`src/hdl/ring_buffer_pool_refcount_macros.svh`:
```
// Assertion helpers for the buffer pool.
`ifndef RING_BUFFER_POOL_REFCOUNT_MACROS_SVH
`define RING_BUFFER_POOL_REFCOUNT_MACROS_SVH

`ifndef SYNTHESIS
`define RBPR_ASSERT(lbl, clk, rstn, prop, msg) \
  lbl: assert property (@(posedge clk) disable iff (!(rstn)) (prop)) else $error(msg);
`define RBPR_ASSERT_ALWAYS(lbl, clk, prop, msg) \
  lbl: assert property (@(posedge clk) (prop)) else $error(msg);
`else
`define RBPR_ASSERT(lbl, clk, rstn, prop, msg)
`define RBPR_ASSERT_ALWAYS(lbl, clk, prop, msg)
`endif

`endif

```
`src/hdl/rbpr_pkg.sv`:
```
`timescale 1ns / 1ps

package rbpr_pkg;

  localparam int IDX_W     = 3;
  localparam int CFG_W     = 4;
  localparam int CNT_OUT_W = 8;
  localparam int PADDR_W   = 3;
  localparam int PDATA_W   = 32;

  localparam logic [CFG_W-1:0] CFG_POOL_RESET = 4'd8;

  // register word index taken from paddr[2]
  localparam logic REG_BUFFERS_IN_USE = 1'b0;

  localparam logic [1:0] MODE_OBTAIN  = 2'd0;
  localparam logic [1:0] MODE_ADD_REF = 2'd1;
  localparam logic [1:0] MODE_DROP    = 2'd2;
  localparam logic [1:0] MODE_RELEASE = 2'd3;

  localparam logic [1:0] STATUS_OK        = 2'd0;
  localparam logic [1:0] STATUS_POOL_FULL = 2'd1;
  localparam logic [1:0] STATUS_BAD_INDEX = 2'd2;

  typedef struct packed {
    logic [1:0]       mode;
    logic [IDX_W-1:0] buffer_index;
  } in_beat_t;

  typedef struct packed {
    logic [1:0]                  status;
    logic [IDX_W-1:0]            granted_index;
    logic signed [CNT_OUT_W-1:0] count_after;
    logic                        buffer_busy;
  } out_beat_t;

  typedef struct packed {
    logic load_in;
    logic exec;
  } ctl_cmd_t;

endpackage

```
`src/hdl/rbpr_cfg.sv`:
```
`timescale 1ns / 1ps

module rbpr_cfg import rbpr_pkg::*; #(
  parameter int POOL_DEPTH = 8
) (
  input  logic               clk,
  input  logic               rst_n,
  input  logic               psel,
  input  logic               penable,
  input  logic               pwrite,
  input  logic [PADDR_W-1:0] paddr,
  input  logic [PDATA_W-1:0] pwdata,
  output logic [PDATA_W-1:0] prdata,
  output logic               pready,
  output logic [CFG_W-1:0]   pool_size
);

  localparam int STORE_DEPTH = (POOL_DEPTH < 15) ? POOL_DEPTH : 15;
  localparam logic [CFG_W-1:0] SIZE_MAX = CFG_W'(STORE_DEPTH);

  logic [CFG_W-1:0] buffers_in_use_r, buffers_in_use_nxt;
  logic             hit;

  assign pready = 1'b1;
  assign hit    = (paddr[2] == REG_BUFFERS_IN_USE);

  always_comb begin
    buffers_in_use_nxt = buffers_in_use_r;
    if (psel && penable && pwrite && pready && hit) begin
      buffers_in_use_nxt = pwdata[CFG_W-1:0];
    end
  end

  always_ff @(posedge clk) begin
    if (!rst_n) begin
      buffers_in_use_r <= CFG_POOL_RESET;
    end else begin
      buffers_in_use_r <= buffers_in_use_nxt;
    end
  end

  assign prdata = hit ? {{(PDATA_W-CFG_W){1'b0}}, buffers_in_use_r} : '0;

  always_comb begin
    priority if (buffers_in_use_r == '0) begin
      pool_size = CFG_W'(1);
    end else if (buffers_in_use_r > SIZE_MAX) begin
      pool_size = SIZE_MAX;
    end else begin
      pool_size = buffers_in_use_r;
    end
  end

endmodule

```
`src/hdl/rbpr_ctrl.sv`:
```
`timescale 1ns / 1ps
`include "ring_buffer_pool_refcount_macros.svh"

module rbpr_ctrl import rbpr_pkg::*; (
  input  logic     clk,
  input  logic     rst_n,
  input  logic     in_valid,
  output logic     in_ready,
  output logic     out_valid,
  input  logic     out_ready,
  output ctl_cmd_t cmd
);

  typedef enum logic [1:0] {
    S_IDLE = 2'b01,
    S_EXEC = 2'b10
  } state_t;

  state_t st_r, st_nxt;
  logic   out_valid_r, out_valid_nxt;
  logic   accept;

  assign in_ready    = (st_r == S_IDLE) && (!out_valid_r || out_ready);
  assign accept      = in_valid && in_ready;
  assign cmd.load_in = accept;
  assign cmd.exec    = (st_r == S_EXEC);
  assign out_valid   = out_valid_r;

  always_comb begin
    st_nxt = st_r;
    unique case (st_r)
      S_IDLE: begin
        if (accept) st_nxt = S_EXEC;
      end
      S_EXEC: begin
        st_nxt = S_IDLE;
      end
      default: begin
        st_nxt = S_IDLE;
      end
    endcase
  end

  always_comb begin
    priority if (cmd.exec) begin
      out_valid_nxt = 1'b1;
    end else if (out_ready) begin
      out_valid_nxt = 1'b0;
    end else begin
      out_valid_nxt = out_valid_r;
    end
  end

  always_ff @(posedge clk) begin
    if (!rst_n) begin
      st_r        <= S_IDLE;
      out_valid_r <= 1'b0;
    end else begin
      st_r        <= st_nxt;
      out_valid_r <= out_valid_nxt;
    end
  end

  `RBPR_ASSERT(a_accept_to_exec, clk, rst_n, accept |=> (st_r == S_EXEC), "accept not executed")
  `RBPR_ASSERT(a_exec_slot_free, clk, rst_n, (st_r == S_EXEC) |-> !out_valid_r, "result overwritten")
  `RBPR_ASSERT(a_exec_to_result, clk, rst_n, (st_r == S_EXEC) |=> out_valid_r, "result lost")

endmodule

```
`src/hdl/rbpr_dp.sv`:
```
`timescale 1ns / 1ps

module rbpr_dp import rbpr_pkg::*; #(
  parameter int POOL_DEPTH = 8,
  parameter int COUNT_BITS = 8
) (
  input  logic             clk,
  input  logic             rst_n,
  input  ctl_cmd_t         cmd,
  input  in_beat_t         in_data,
  input  logic [CFG_W-1:0] pool_size,
  output out_beat_t        out_data
);

  localparam int STORE_DEPTH = (POOL_DEPTH < 15) ? POOL_DEPTH : 15;
  localparam int PTR_W       = (STORE_DEPTH > 1) ? $clog2(STORE_DEPTH) : 1;
  localparam int EXT_W       = (COUNT_BITS > CNT_OUT_W) ? COUNT_BITS : CNT_OUT_W;
  localparam logic signed [COUNT_BITS-1:0] CNT_MAX = {1'b0, {(COUNT_BITS-1){1'b1}}};
  localparam logic signed [COUNT_BITS-1:0] CNT_MIN = {1'b1, {(COUNT_BITS-1){1'b0}}};

  in_beat_t                     in_r;
  out_beat_t                    out_r, out_nxt;
  logic [PTR_W-1:0]             ptr_r, ptr_nxt;
  logic                         used_r   [STORE_DEPTH];
  logic signed [COUNT_BITS-1:0] cnt_r    [STORE_DEPTH];

  logic [PTR_W-1:0]             p, ix, wr_ix;
  logic [CFG_W:0]               p_inc;
  logic                         idx_ok, used_p, wr_en, wr_used;
  logic signed [COUNT_BITS-1:0] cnt_ix, cnt_new, wr_cnt;
  logic signed [EXT_W-1:0]      cnt_ext;

  always_comb begin
    p      = (CFG_W'(ptr_r) >= pool_size) ? '0 : ptr_r;
    p_inc  = (CFG_W+1)'(p) + (CFG_W+1)'(1);
    ix     = PTR_W'(in_r.buffer_index);
    idx_ok = (CFG_W'(in_r.buffer_index) < pool_size);
    used_p = used_r[p];
    cnt_ix = idx_ok ? cnt_r[ix] : '0;

    unique case (in_r.mode)
      MODE_ADD_REF: cnt_new = (cnt_ix == CNT_MAX) ? cnt_ix : cnt_ix + COUNT_BITS'(1);
      default:      cnt_new = (cnt_ix == CNT_MIN) ? cnt_ix : cnt_ix - COUNT_BITS'(1);
    endcase
    cnt_ext = EXT_W'(cnt_new);

    ptr_nxt = ptr_r;
    wr_en   = 1'b0;
    wr_ix   = ix;
    wr_cnt  = cnt_new;
    wr_used = used_r[ix];
    out_nxt = out_r;

    if (cmd.exec) begin
      priority if (in_r.mode == MODE_OBTAIN) begin
        out_nxt.granted_index = IDX_W'(p);
        out_nxt.buffer_busy   = 1'b1;
        if (used_p) begin
          out_nxt.status      = STATUS_POOL_FULL;
          out_nxt.count_after = CNT_OUT_W'(EXT_W'(cnt_r[p]));
        end else begin
          out_nxt.status      = STATUS_OK;
          out_nxt.count_after = '0;
          wr_en   = 1'b1;
          wr_ix   = p;
          wr_cnt  = '0;
          wr_used = 1'b1;
          ptr_nxt = (p_inc >= (CFG_W+1)'(pool_size)) ? '0 : PTR_W'(p_inc);
        end
      end else if (!idx_ok) begin
        out_nxt.status        = STATUS_BAD_INDEX;
        out_nxt.granted_index = in_r.buffer_index;
        out_nxt.count_after   = '0;
        out_nxt.buffer_busy   = 1'b0;
      end else begin
        wr_en = 1'b1;
        if (in_r.mode == MODE_RELEASE && (cnt_new <= 0)) begin
          wr_used = 1'b0;
        end
        out_nxt.status        = STATUS_OK;
        out_nxt.granted_index = in_r.buffer_index;
        out_nxt.count_after   = cnt_ext[CNT_OUT_W-1:0];
        out_nxt.buffer_busy   = wr_used;
      end
    end
  end

  always_ff @(posedge clk) begin
    if (cmd.load_in) begin
      in_r <= in_data;
    end
    out_r <= out_nxt;
  end

  always_ff @(posedge clk) begin
    if (!rst_n) begin
      ptr_r <= '0;
      for (int i = 0; i < STORE_DEPTH; i++) begin
        used_r[i] <= 1'b0;
        cnt_r[i]  <= '0;
      end
    end else begin
      ptr_r <= ptr_nxt;
      if (wr_en) begin
        used_r[wr_ix] <= wr_used;
        cnt_r[wr_ix]  <= wr_cnt;
      end
    end
  end

  assign out_data = out_r;

endmodule

```
`src/hdl/ring_buffer_pool_refcount.sv`:
```
`timescale 1ns / 1ps
// Round-robin buffer pool with per-buffer reference counts.
// Input channel (in_valid/in_ready/in_data): one operation per beat,
//   mode = obtain, add reference, drop reference or release, plus a buffer index.
// Result channel (out_valid/out_ready/out_data): one result beat per operation,
//   status, the buffer handed out or acted on, its count and its used mark.
// APB port: one register, buffers_in_use at address 0, written in the access
//   phase, pready tied high; values outside 1..pool depth (at most 15) are clamped.
// Timing: an operation is captured into the input register on acceptance, then
//   the execute state updates the pool state in the register file and loads the
//   result register together; no new operation is accepted until execution is
//   over, so operations do not overlap in the capture/execute sequence.
// Stall: the result register holds its beat while out_ready is low; a new
//   operation is taken once the pending result is taken in the same cycle or
//   has already left.
// Reset (rst_n low, synchronous): pointer to zero, all buffers free, all counts
//   zero, buffers_in_use back to 8, no result pending.
module ring_buffer_pool_refcount import rbpr_pkg::*; #(
  parameter int POOL_DEPTH = 8,
  parameter int COUNT_BITS = 8
) (
  input  logic               clk,
  input  logic               rst_n,
  input  logic               in_valid,
  output logic               in_ready,
  input  in_beat_t           in_data,
  output logic               out_valid,
  input  logic               out_ready,
  output out_beat_t          out_data,
  input  logic               psel,
  input  logic               penable,
  input  logic               pwrite,
  input  logic [PADDR_W-1:0] paddr,
  input  logic [PDATA_W-1:0] pwdata,
  output logic [PDATA_W-1:0] prdata,
  output logic               pready
);

  ctl_cmd_t         cmd;
  logic [CFG_W-1:0] pool_size;

  rbpr_cfg #(
    .POOL_DEPTH(POOL_DEPTH)
  ) u_cfg (
    .clk       (clk),
    .rst_n     (rst_n),
    .psel      (psel),
    .penable   (penable),
    .pwrite    (pwrite),
    .paddr     (paddr),
    .pwdata    (pwdata),
    .prdata    (prdata),
    .pready    (pready),
    .pool_size (pool_size)
  );

  rbpr_ctrl u_ctrl (
    .clk       (clk),
    .rst_n     (rst_n),
    .in_valid  (in_valid),
    .in_ready  (in_ready),
    .out_valid (out_valid),
    .out_ready (out_ready),
    .cmd       (cmd)
  );

  rbpr_dp #(
    .POOL_DEPTH(POOL_DEPTH),
    .COUNT_BITS(COUNT_BITS)
  ) u_dp (
    .clk       (clk),
    .rst_n     (rst_n),
    .cmd       (cmd),
    .in_data   (in_data),
    .pool_size (pool_size),
    .out_data  (out_data)
  );

endmodule
```
`config.mk`:
```
export PLATFORM = sky130hd
export DESIGN_NAME = ring_buffer_pool_refcount
export DESIGN_NICKNAME = d
export VERILOG_FILES = /design/src/hdl/rbpr_pkg.sv /design/src/hdl/rbpr_cfg.sv /design/src/hdl/rbpr_ctrl.sv /design/src/hdl/rbpr_dp.sv /design/src/hdl/ring_buffer_pool_refcount.sv
export VERILOG_INCLUDE_DIRS = /design/src /design/src/hdl
export SDC_FILE = /design/constraint.sdc
export NUM_CORES = 1
export LEC_CHECK = 0
export BUFFER_PORTS_ARGS = -buffer_cell sky130_fd_sc_hd__buf_2
export CELL_PAD_IN_SITES_DETAIL_PLACEMENT = 0
export CELL_PAD_IN_SITES_GLOBAL_PLACEMENT = 1
export CORE_UTILIZATION = 40
export CTS_CLUSTER_DIAMETER = 80
export DETAILED_ROUTE_END_ITERATION = 8
export PLACE_DENSITY = 0.77
export SLEW_MARGIN = 10
export SYNTH_ARGS = -nofsm -noshare
export SYNTH_HDL_FRONTEND = slang
export SYNTH_SLANG_ARGS = --single-unit
```
`constraint.sdc`:
```
create_clock -name clk -period 7.7 [get_ports clk]
set_clock_uncertainty 0.2 [all_clocks]
set_input_delay 1.54 -clock clk [delete_from_list [all_inputs] [get_ports clk]]
set_output_delay 1.54 -clock clk [all_outputs]
set_load 0.03 [all_outputs]
```
==> impl_metrics.csv, run 1 <==
group,metric,value,unit
critical_path,critical_path.max_stage_delay,890,ps
floorplan,dieArea,16910,um^2
synth,yosys-top-cells-area,"edfxtp_1, mux2i_1, dfxtp_1",
clock_tree,cts_resized,0,
clock_tree,clk_pin_slew_worst_paths,70,ps
power,power_frac_clock,33.6,%
synth,async_flop_share,0,%
placed_design,dpl.cell_count,815,
sta,setup_viol,0,
sta,tns,0,ps
global_route,grt_overflow,0,
synth,synth_area_per_cell,11.13,um^2
finish,nets,670,
critical_path,critPathMaxFanout,24,
synth,synth-edff-count,83,
sta,rsz0062_at_grt,"false",
route,first_pass_iters,5,
worst_hold_path,holdPathEnd,"u_cfg.buffers_in_use_r[0]$_SDFFE_PN0P_",
synth,synthTopCellsByCount,"edfxtp_1, nor2_1, mux2i_1",
clock_tree,clockBufferDepth,2,
route,ant_nets,0,
power,comb_power_share,20.5,%
synth,yosysTopAreaCellShare,38.02,%
sta,clock.fmax,187.0,MHz
synth,yosys.area.top_type,"edfxtp_1",
sta,setup_slack,2351,ps
route,via_per_inst,5.940,
finish,final_cells,831,
global_route,grt_pass1_vias,4729,
finish,antennaDiodeCount,0,
clock_tree,post_cts_buffers,0,
power,vdd.ir_drop.worst,0.1080,mV
critical_path,critPathRequiredTime,7510,ps
finish,layout-drive-gt1-share,16.42,%
worst_hold_path,hold_path_startpoint,"u_cfg.buffers_in_use_r[0]$_SDFFE_PN0P_",
floorplan,row_count,46,
power,switching_power,425.5,uW
floorplan,die_y,130.0,um
sta,fin_crit,5349,ps
power,seqPwrFrac,45.8,%
sta,hold_viol_final,0,
sta,fin_hold_ws,368.3,ps
synth,syn_inst,589,
global_route,grtUsageTotal,21.77,%
placed_design,port_buffers,36,
finish,post-route-util,44.58,%
route,wl_per_cell,20.99,um
placed_design,place.gp.congestion,0.8618,
critical_path,slowest_stage,"mux2i_1",
clock_tree,ctsHoldBuffers,0,
global_route,antenna_found_initial,0,
clock_tree,cts_root_buf,"clkbuf_16",
synth,synth.ff_latch_count,104,
power,p_sw_share,30.44,%
route,vias,4936,
worst_hold_path,hold_depth,2,
sta,drv_slew,0,
global_route,grt_first_pass_wirelength,26950,um
power,p_leak,0.002982,uW
critical_path,r2r_end,"u_dp.cnt_r[6][0]$_SDFFCE_PN0P_",
critical_path,r2r-start,"u_cfg.buffers_in_use_r[3]$_SDFFE_PN1P_",
floorplan,core_area,15940,um^2
critical_path,r2r_slack,2350,ps
critical_path,reg2regPathDepth,12,
sta,worst_slew_pin_slew,1026,ps
clock_tree,worstSkewPairLatency,350,ps
sta,max_slew_margin,29.62,%
floorplan,io-pin-count,96,
status,outcome,"finished clean",
synth,synthFlopType,"edfxtp_1",
worst_hold_path,hp-class,"register to register",
synth,ys_types,65,
route,drc_errors,0,
floorplan,start_util,41.12,%
floorplan,die-width,130.0,um
global_route,grt_max_degree,27,
clock_tree,clock_sinks,104,
critical_path,worst-setup-path-type,"register to register",
synth,yosysSeqAreaShare,44.43,%
clock_tree,tritoncts,"built",
power,powerDensity,196.7,nW/um^2
clock_tree,numCtsBuffers,9,
sta,finalCritPeriodShare,69.46,%
route,drtIter0Drc,435,
critical_path,crit_chain,"inv_1 -> and2_1 -> ha_1 -> nand2b_1 -> a21o_1 -> a21oi_1 -> o221ai_1 -> o2111ai_2 -> buf_4 -> mux2i_1 -> nand3_1 -> nand2_1",
synth,syn_area,6556,um^2
power,p_int,972.3,uW
critical_path,start_kind,"register",
clock_tree,h-tree-depth,3,
finish,syn2layout_area_growth,8.416,%
synth,ys.warnings.count,0,
critical_path,cp-startpoint,"u_cfg.buffers_in_use_r[3]$_SDFFE_PN1P_",
critical_path,cp-end-kind,"register",
critical_path,cp.arrival,5160,ps
synth,synth.most_common_cell,"edfxtp_1",
placed_design,pre_cts_slack,2384,ps
run,max_cap_viol_count,0,
route,wirelength,17440,um
placed_design,hpwl,12530,um
==> placed cells by master (no fill, tap or decap), types with 6 or more instances in the layout <==
cell,n
a21oi_1,14
and2_1,6
buf_2,36
buf_4,9
clkbuf_16,9
conb_1,29
dfxtp_1,21
edfxtp_1,83
ha_1,13
inv_1,11
mux2_2,12
mux2i_1,66
mux4_1,15
nand2_1,39
nand2b_1,13
nand3_1,6
nand4_1,13
nor2_1,78
nor2b_1,8
o21ai_0,17
o22ai_1,15
o311ai_0,9
o311ai_1,7
or2_2,6
==> power by group through the flow <==
stage,Clock [uW],Combinational [uW],Sequential [uW]
final,470,287,641
after detailed placement,0,282,653
after CTS,474,283,640
after floorplan,0,223,648
after global placement,0,277,652
after global routing,495,309,643
==> per-layer routing <==
metal / vias up / share of wire, % / GRT usage [%]
met3: 31 / 6.5 / 3.526
met1: 2468 / 43 / 29.37
met5: - / 0 / 0
li1: 2229 / - / -
met2: 208 / 48 / 35.39
met4: 0 / 2.0 / 7.798
==> how the worst max path moves through the flow <==
stage | to | cells after the start | slack (ps)
floorplan | in_ready | 2 | 3580
global placement | u_dp.cnt_r[0][1]$_SDFFCE_PN0P_ | 12 | 2660
detailed placement | u_dp.cnt_r[6][3]$_SDFFCE_PN0P_ | 12 | 2380
CTS | u_dp.cnt_r[6][0]$_SDFFCE_PN0P_ | 12 | 2370
global route | u_dp.cnt_r[6][2]$_SDFFCE_PN0P_ | 12 | 2000
finish | u_dp.cnt_r[6][0]$_SDFFCE_PN0P_ | 12 | 2350
==> state kept, by name (all words and copies together), names as in the netlist, named ones only <==
register                cells
u_dp.cnt_r                 64
u_dp.out_data              14
u_dp.used_r                 8
u_cfg.buffers_in_use_r      4
u_dp.ix                     3
u_dp.ptr_r                  3
u_ctrl.st_r                 2
u_dp.in_r                   2
u_ctrl.out_valid            1
==> worst max-delay path: cells and delay by family, from the launching register on <==
kind            cells  cell delay, ps
buf+inv             2             530
mux                 1             890
flops               1             550
simple gates        4            1460
fa+ha+maj           1             280
compound gates      4            1080
==> final cells by class <==
type	count	area, um^2
inverters	11	41.29
well taps	216	270.3
flip-flops and latches	104	2913
multi-input cells	439	3334
fillers	1491	8835
clock buffers	9	225.2
repair buffers	45	247.7
clock inverters	7	76.32
==> per-stage QoR <==
step	power, uW	instance area, um^2
finish	1398	7108
global route	1446	7108
CTS	1398	7108
detailed placement	934.7	6807
global placement	929.1	6807
floorplan	870.3	6658
==> cell families (layout without fill, tap and decap cells) <==
| kind of cell | after synthesis | in the layout | synth area share [%] |
|---|---|---|---|
| other | 2 | 29 | 0.1145 |
| and+or+nand+nor | 195 | 195 | 15.06 |
| muxes | 99 | 99 | 20.10 |
| DFF | 104 | 104 | 44.43 |
| xor gates and xnor gates | 2 | 2 | 0.2672 |
| AOI/OAI and AO/OA | 101 | 101 | 10.94 |
| buffers and inverters | 73 | 72 | 6.622 |
| adders and majority gates | 13 | 13 | 2.481 |
Note: power is estimated with default switching activity, not from simulation.
==> run 2, diff against run 1 <==
Settings changed: ABC_AREA set to 1, CORE_UTILIZATION 40 to 39, PLACE_DENSITY 0.77 to 0.83.
Clock period 7.7 ns to 4.3 ns, I/O delays scaled along.
==> run 2 against run 1 <==
- clock power up 67%
- critical path type unchanged
- power increased by 85%
- largest power group unchanged
- fmax up 36%
- cell count grew 31%
- sequential cell count did not move
- worst setup slack got worse by 2000 ps
- die area rose by 2.5%
==> impl_metrics.csv, run 2 <==
group,metric,value,unit
status,outcome,"finished clean",
finish,nets,925,
critical_path,r2r_slack,370,ps
sta,worst_slew_pin_slew,648.4,ps
floorplan,row_count,47,
global_route,grtUsageTotal,21.43,%
sta,max_slew_margin,56.67,%
route,wl_per_cell,16.56,um
synth,yosys-top-cells-area,"edfxtp_1, nand2_1, nor2_1",
sta,fin_crit,3926,ps
finish,fillerInstances,1661,
critical_path,worst-setup-path-type,"register to register",
finish,layout_commonest_cell,"nand2_1",
synth,synth_area_per_cell,7.899,um^2
critical_path,critPathMaxFanout,19,
global_route,grt_first_pass_wirelength,28020,um
sta,tns,0,ps
sta,drv_slew,0,
worst_hold_path,hold_path_startpoint,"u_ctrl.out_valid$_SDFFE_PN0P_",
placed_design,port_buffers,36,
route,wirelength,18050,um
worst_hold_path,holdPathEnd,"u_ctrl.out_valid$_SDFFE_PN0P_",
placed_design,hpwl,13400,um
global_route,grt_busiest_layer,"met2",
floorplan,dieArea,17330,um^2
clock_tree,h-tree-depth,3,
clock_tree,tritoncts,"built",
synth,yosys.area.top_type,"edfxtp_1",
critical_path,critPathRequiredTime,4130,ps
floorplan,start_util,39.68,%
finish,antennaDiodeCount,0,
synth,synth.most_common_cell,"nand2_1",
route,vias,5632,
synth,syn_inst,830,
sta,hold_viol_final,0,
clock_tree,numCtsBuffers,9,
finish,layout-drive-gt1-share,14.71,%
route,drc_errors,0,
synth,ys.warnings.count,0,
global_route,grt_use_met3,3.009,%
clock_tree,clk_pin_slew_worst_paths,70,ps
placed_design,placed_area,6859,um^2
synth,syn_area,6556,um^2
route,drtIter0Drc,542,
critical_path,crit_chain,"inv_2 -> nand2_1 -> ha_1 -> inv_2 -> o21bai_2 -> a31oi_4 -> nand3_2 -> inv_2 -> o21ai_0 -> o211ai_1 -> nand2_2 -> nand3_4 -> nand2_1 -> nand2_1 -> nand2_2 -> nor2_1 -> inv_1 -> nand2_1",
clock_tree,cts_root_buf,"clkbuf_16",
global_route,grt_overflow,0,
route,ant_nets,0,
global_route,grtUsageMet2,32.51,%
clock_tree,clockBufferDepth,2,
placed_design,pre_cts_slack,316.2,ps
critical_path,path_delay_family,"simple AND/OR/NAND/NOR gates",
synth,synthTopCellsByCount,"nand2_1, nor2_1, nand3_1",
synth,synth.ff_latch_count,104,
clock_tree,cts_resized,0,
synth,synthFlopType,"edfxtp_1",
finish,final_cell_mix,"nand2_1, nor2_1, nand3_1",
synth,ys_types,47,
sta,rsz0062_at_grt,"false",
run,max_cap_viol_count,0,
critical_path,r2r-start,"u_cfg.buffers_in_use_r[3]$_SDFFE_PN1P_",
finish,final_area,7143,um^2
sta,setup_slack,374.1,ps
global_route,grt_pass1_vias,5029,
global_route,grt_max_degree,30,
synth,async_flop_share,0,%
global_route,antenna_found_initial,0,
synth,yosysSeqAreaShare,44.43,%
critical_path,cp-end-kind,"register",
finish,regMostFlops,"u_dp.cnt_r",
clock_tree,clock_sinks,104,
sta,finalCritPeriodShare,91.30,%
route,via_per_inst,5.167,
worst_hold_path,hp-class,"register to register",
floorplan,die-width,131.7,um
critical_path,cp.arrival,3750,ps
placed_design,place.gp.congestion,0.8989,
sta,clock.fmax,254.7,MHz
critical_path,reg2regPathDepth,18,
power,p_leak,0.003174,uW
clock_tree,worstSkewPairLatency,350,ps
floorplan,io-pin-count,96,
clock_tree,post_cts_buffers,0,
critical_path,critical_path.max_stage_delay,370,ps
finish,post-route-util,43.23,%
finish,largest_reg_flops,64,
power,powerDensity,362.1,nW/um^2
sta,setup_viol,0,
worst_hold_path,hold_depth,2,
synth,yosysTopAreaCellShare,38.02,%
critical_path,cpMostUsedCell,"nand2_1",
finish,syn2layout_area_growth,8.950,%
critical_path,start_kind,"register",
floorplan,core_area,16520,um^2
critical_path,slowest_stage,"ha_1",
floorplan,die_y,131.7,um
sta,fin_hold_ws,280.6,ps
power,vdd.ir_drop.worst,0.1923,mV
synth,synth-edff-count,83,
route,first_pass_iters,6,
critical_path,r2r_end,"u_dp.cnt_r[6][2]$_SDFFCE_PN0P_",
global_route,met1_usage,29.86,%
critical_path,cp.buffers_inverters,4,
clock_tree,ctsHoldBuffers,0,
run 2: changes by cell type in the layout (fill, tap and decap cells not counted), moves of 15 or more:
cell and change:
nand2_1 +153, mux2i_1 -66, inv_1 +65, mux4_1 -15
nand3_1 +78, inv_2 +19, o21ai_0 +27, nor2_1 +46
run 2: per-stage QoR:
step | total power, uW | std cells
3_3_place_gp | 1816 | 1074
5_1_grt | 2691 | 1090
3_5_place_dp | 1818 | 1074
2_1_floorplan | 1643 | 857
6_report | 2586 | 1090
4_1_cts | 2584 | 1090
run 2: worst max path at each step:
stage                                           start                              to  slack [ps]  cells after the start
2_1_floorplan  u_cfg.buffers_in_use_r[3]$_SDFFE_PN1P_      u_dp.ptr_r[0]$_SDFFE_PN0P_         950                     18
3_3_place_gp   u_cfg.buffers_in_use_r[3]$_SDFFE_PN1P_  u_dp.cnt_r[5][5]$_SDFFCE_PN0P_         380                     18
3_5_place_dp   u_cfg.buffers_in_use_r[3]$_SDFFE_PN1P_  u_dp.cnt_r[5][4]$_SDFFCE_PN0P_         320                     18
4_1_cts        u_cfg.buffers_in_use_r[3]$_SDFFE_PN1P_  u_dp.cnt_r[3][1]$_SDFFCE_PN0P_         270                     18
5_1_grt        u_cfg.buffers_in_use_r[3]$_SDFFE_PN1P_  u_dp.cnt_r[6][2]$_SDFFCE_PN0P_          60                     18
6_report       u_cfg.buffers_in_use_r[3]$_SDFFE_PN1P_  u_dp.cnt_r[6][2]$_SDFFCE_PN0P_         370                     18
run 2: metal layers:
metal / vias up / part of all wire (%) / wire [um]
met5: - / 0 / 0
met3: 47 / 7.1 / 1278
met2: 225 / 44 / 8021
met1: 2592 / 44 / 8030
li1: 2768 / - / -
met4: 0 / 4.0 / 724
run 2: layout make-up:
| class | instances | area (um^2) | area share, % |
|---|---|---|---|
| multi-input combinational | 599 | 3005 | 42.07 |
| sequential | 104 | 2913 | 40.78 |
| inverter | 100 | 377.9 | 5.290 |
| timing repair buffer | 51 | 292.8 | 4.099 |
| tap | 220 | 275.3 | 3.854 |
| clock buffer | 10 | 229.0 | 3.205 |
| clock inverter | 6 | 50.05 | 0.7006 |
run 2: power by group:
group / internal [uW] / switching [uW]
clock: 401 / 383
combinational: 165 / 492
sequential: 1120 / 21.9
run 2: worst min-delay path, delay by kind of cell (launching register included):
family          cells  cell delay, ps
flops               1             310
simple gates        1              70
compound gates      1              50
run 2: logic make-up (layout without fill, tap and decap cells):
kind of cell	count (synthesis)	count (layout)	share of synthesized area, %
buffers and inverters	154	167	11.35
and+or+nand+nor	446	446	30.61
xor gates and xnor gates	4	4	0.5344
adders and majority gates	13	13	2.481
AOI/OAI and AO/OA	107	107	10.48
DFF	104	104	44.43
other	2	29	0.1145
==> run 3, diff against run 2 <==
Settings changed: CTS_BUF_LIST set to sky130_fd_sc_hd__clkbuf_16, REMOVE_ABC_BUFFERS set to 1.
Clock period 4.3 ns to 3.5 ns, I/O delays scaled along.
==> run 3 against run 2 <==
- combinational power increased by 20%
- worst setup slack lost 150 ps
- utilization increased by 1.9 points
- cell count grew 2.3%
- critical endpoint is now u_dp.ptr_r[2]$_SDFFE_PN0P_
- largest cell class unchanged
- count of clock-buffer cells in the layout rose by 1
- highest routed layer unchanged
==> impl_metrics.csv, run 3 (synthesis gave the netlist of run 2 again) <==
group,metric,value,unit
status,outcome,"finished clean",
sta,drv_slew,0,
finish,syn2layout_area_growth,13.72,%
floorplan,die-width,131.7,um
clock_tree,cts_root_buf,"clkbuf_16",
critical_path,cp.arrival,3350,ps
critical_path,slowest_stage,"ha_1",
power,vdd.ir_drop.worst,0.2493,mV
critical_path,reg2regPathDepth,17,
clock_tree,ctsHoldBuffers,0,
floorplan,core_area,16520,um^2
floorplan,die_y,131.7,um
power,p_leak,0.003326,uW
placed_design,dpl.cell_count,1095,
critical_path,worst-setup-path-type,"register to register",
critical_path,critPathMaxFanout,26,
placed_design,place.gp.congestion,0.8381,
global_route,grtUsageTotal,20.47,%
floorplan,start_util,39.68,%
critical_path,start_kind,"register",
floorplan,dieArea,17330,um^2
route,vias,5669,
route,ant_nets,0,
clock_tree,tritoncts,"built",
route,drtIter0Drc,514,
placed_design,port_buffers,36,
clock_tree,worstSkewPairLatency,360,ps
global_route,grt_pass1_vias,5207,
route,via_per_inst,5.084,
sta,finalCritPeriodShare,93.67,%
run,max_cap_viol_count,0,
clock_tree,numCtsBuffers,9,
finish,largest_reg_flops,64,
clock_tree,h-tree-depth,3,
power,power_frac_clock,31.8,%
power,seqPwrFrac,43.7,%
power,p_sw_share,32.60,%
finish,layout_commonest_cell,"nand2_1",
power,power,3221,uW
placed_design,placed_area,7054,um^2
power,p_int,2171,uW
route,drc_errors,0,
global_route,grt_first_pass_wirelength,27450,um
clock_tree,clockBufferDepth,2,
sta,fin_crit,3279,ps
sta,setup_viol,0,
finish,regMostFlops,"u_dp.cnt_r",
sta,clock.fmax,305.0,MHz
route,first_pass_iters,5,
finish,final_area,7456,um^2
worst_hold_path,hold_depth,2,
clock_tree,clock_sinks,104,
floorplan,io-pin-count,96,
worst_hold_path,hp-class,"register to register",
critical_path,crit_chain,"inv_2 -> nand2_1 -> ha_1 -> inv_2 -> o21bai_2 -> a31oi_4 -> nand3_2 -> inv_2 -> buf_8 -> ha_1 -> ha_1 -> o21a_1 -> o21ai_0 -> nand2_1 -> a21oi_2 -> a21oi_1 -> a211oi_1",
finish,final_cell_mix,"nand2_1, nor2_1, nand3_1, edfxtp_1, inv_1",
finish,antennaDiodeCount,0,
route,wirelength,17200,um
finish,nets,950,
placed_design,hpwl,12960,um
finish,layout-drive-gt1-share,19.11,%
floorplan,row_count,47,
critical_path,critical_path.max_stage_delay,340,ps
global_route,antenna_found_initial,0,
power,powerDensity,432.1,nW/um^2
critical_path,cp-end-kind,"register",
route,wl_per_cell,15.43,um
global_route,grt_overflow,0,
global_route,grt_max_degree,27,
critical_path,critPathRequiredTime,3570,ps
clock_tree,clk_pin_slew_worst_paths,70,ps
power,comb_power_share,24.5,%
sta,hold_viol_final,0,
power,switching_power,1050,uW
sta,rsz0062_at_grt,"true",
finish,final_cells,1115,
-- run 3: cell types whose count changed in the layout (fill, tap and decap cells not counted), sizes merged --
cell	delta
buf	+25
clkbuf	+1
clkinvlp	-1
-- run 3: power by group through the flow --
stage / Clock (uW) / Combinational (uW) / Sequential [uW]
after global placement: 0 / 770 / 1430
after CTS: 1040 / 776 / 1410
after floorplan: 0 / 521 / 1450
after detailed placement: 0 / 773 / 1440
final: 1020 / 789 / 1410
after global routing: 1080 / 872 / 1410
-- run 3: final cells by class --
cell class | instances | area [um^2]
clock buffer | 11 | 275.3
clock inverter | 5 | 26.28
fill | 1686 | 9069
inverter | 100 | 377.9
multi-input combinational | 599 | 3062
sequential | 104 | 2914
tap | 220 | 275.3
timing repair buffer | 76 | 525.5
-- run 3: what timing repair did --
item / in CTS / in global routing
setup buffers: 0 / 4
endpoints found under the setup margin: 0 / 80
resized for setup: 0 / 24
-- run 3: worst paths after layout --
kind | startpoint | endpoint | slack (ps)
worst max-delay path | u_cfg.buffers_in_use_r[3]$_SDFFE_PN1P_ | u_dp.ptr_r[2]$_SDFFE_PN0P_ | 220
worst max register to register | u_cfg.buffers_in_use_r[3]$_SDFFE_PN1P_ | u_dp.ptr_r[2]$_SDFFE_PN0P_ | 220
worst min register to register | u_ctrl.out_valid$_SDFFE_PN0P_ | u_ctrl.out_valid$_SDFFE_PN0P_ | 280
worst min-delay path | u_ctrl.out_valid$_SDFFE_PN0P_ | u_ctrl.out_valid$_SDFFE_PN0P_ | 280
-- run 3: routing by layer --
metal | up-vias | track usage [%] | wire [um]
li1 | 2816 | - | -
met5 | - | 0 | 0
met1 | 2636 | 27.27 | 7414
met3 | 34 | 3.009 | 1051
met2 | 183 | 33.95 | 8318
met4 | 0 | 6.783 | 418
-- run 3: worst max-delay path: cells and delay by family, from the launching register on --
kind	cells	cell delay [ps]
fa+ha+maj	3	910
simple gates	3	320
buf+inv	4	510
compound gates	7	940
flops	1	320
-- run 3: per-stage QoR --
step           hold WS, ps  setup TNS [ps]  setup WS [ps]  util (%)
6_report             275.5               0          221.5     45.12
4_1_cts              281.2               0          19.40     44.51
3_3_place_gp         270.5               0          122.5     42.69
3_5_place_dp         271.8               0          39.12     42.69
2_1_floorplan        257.5          -24240         -357.0         -
5_1_grt              310.9          -707.1         -50.94     45.12
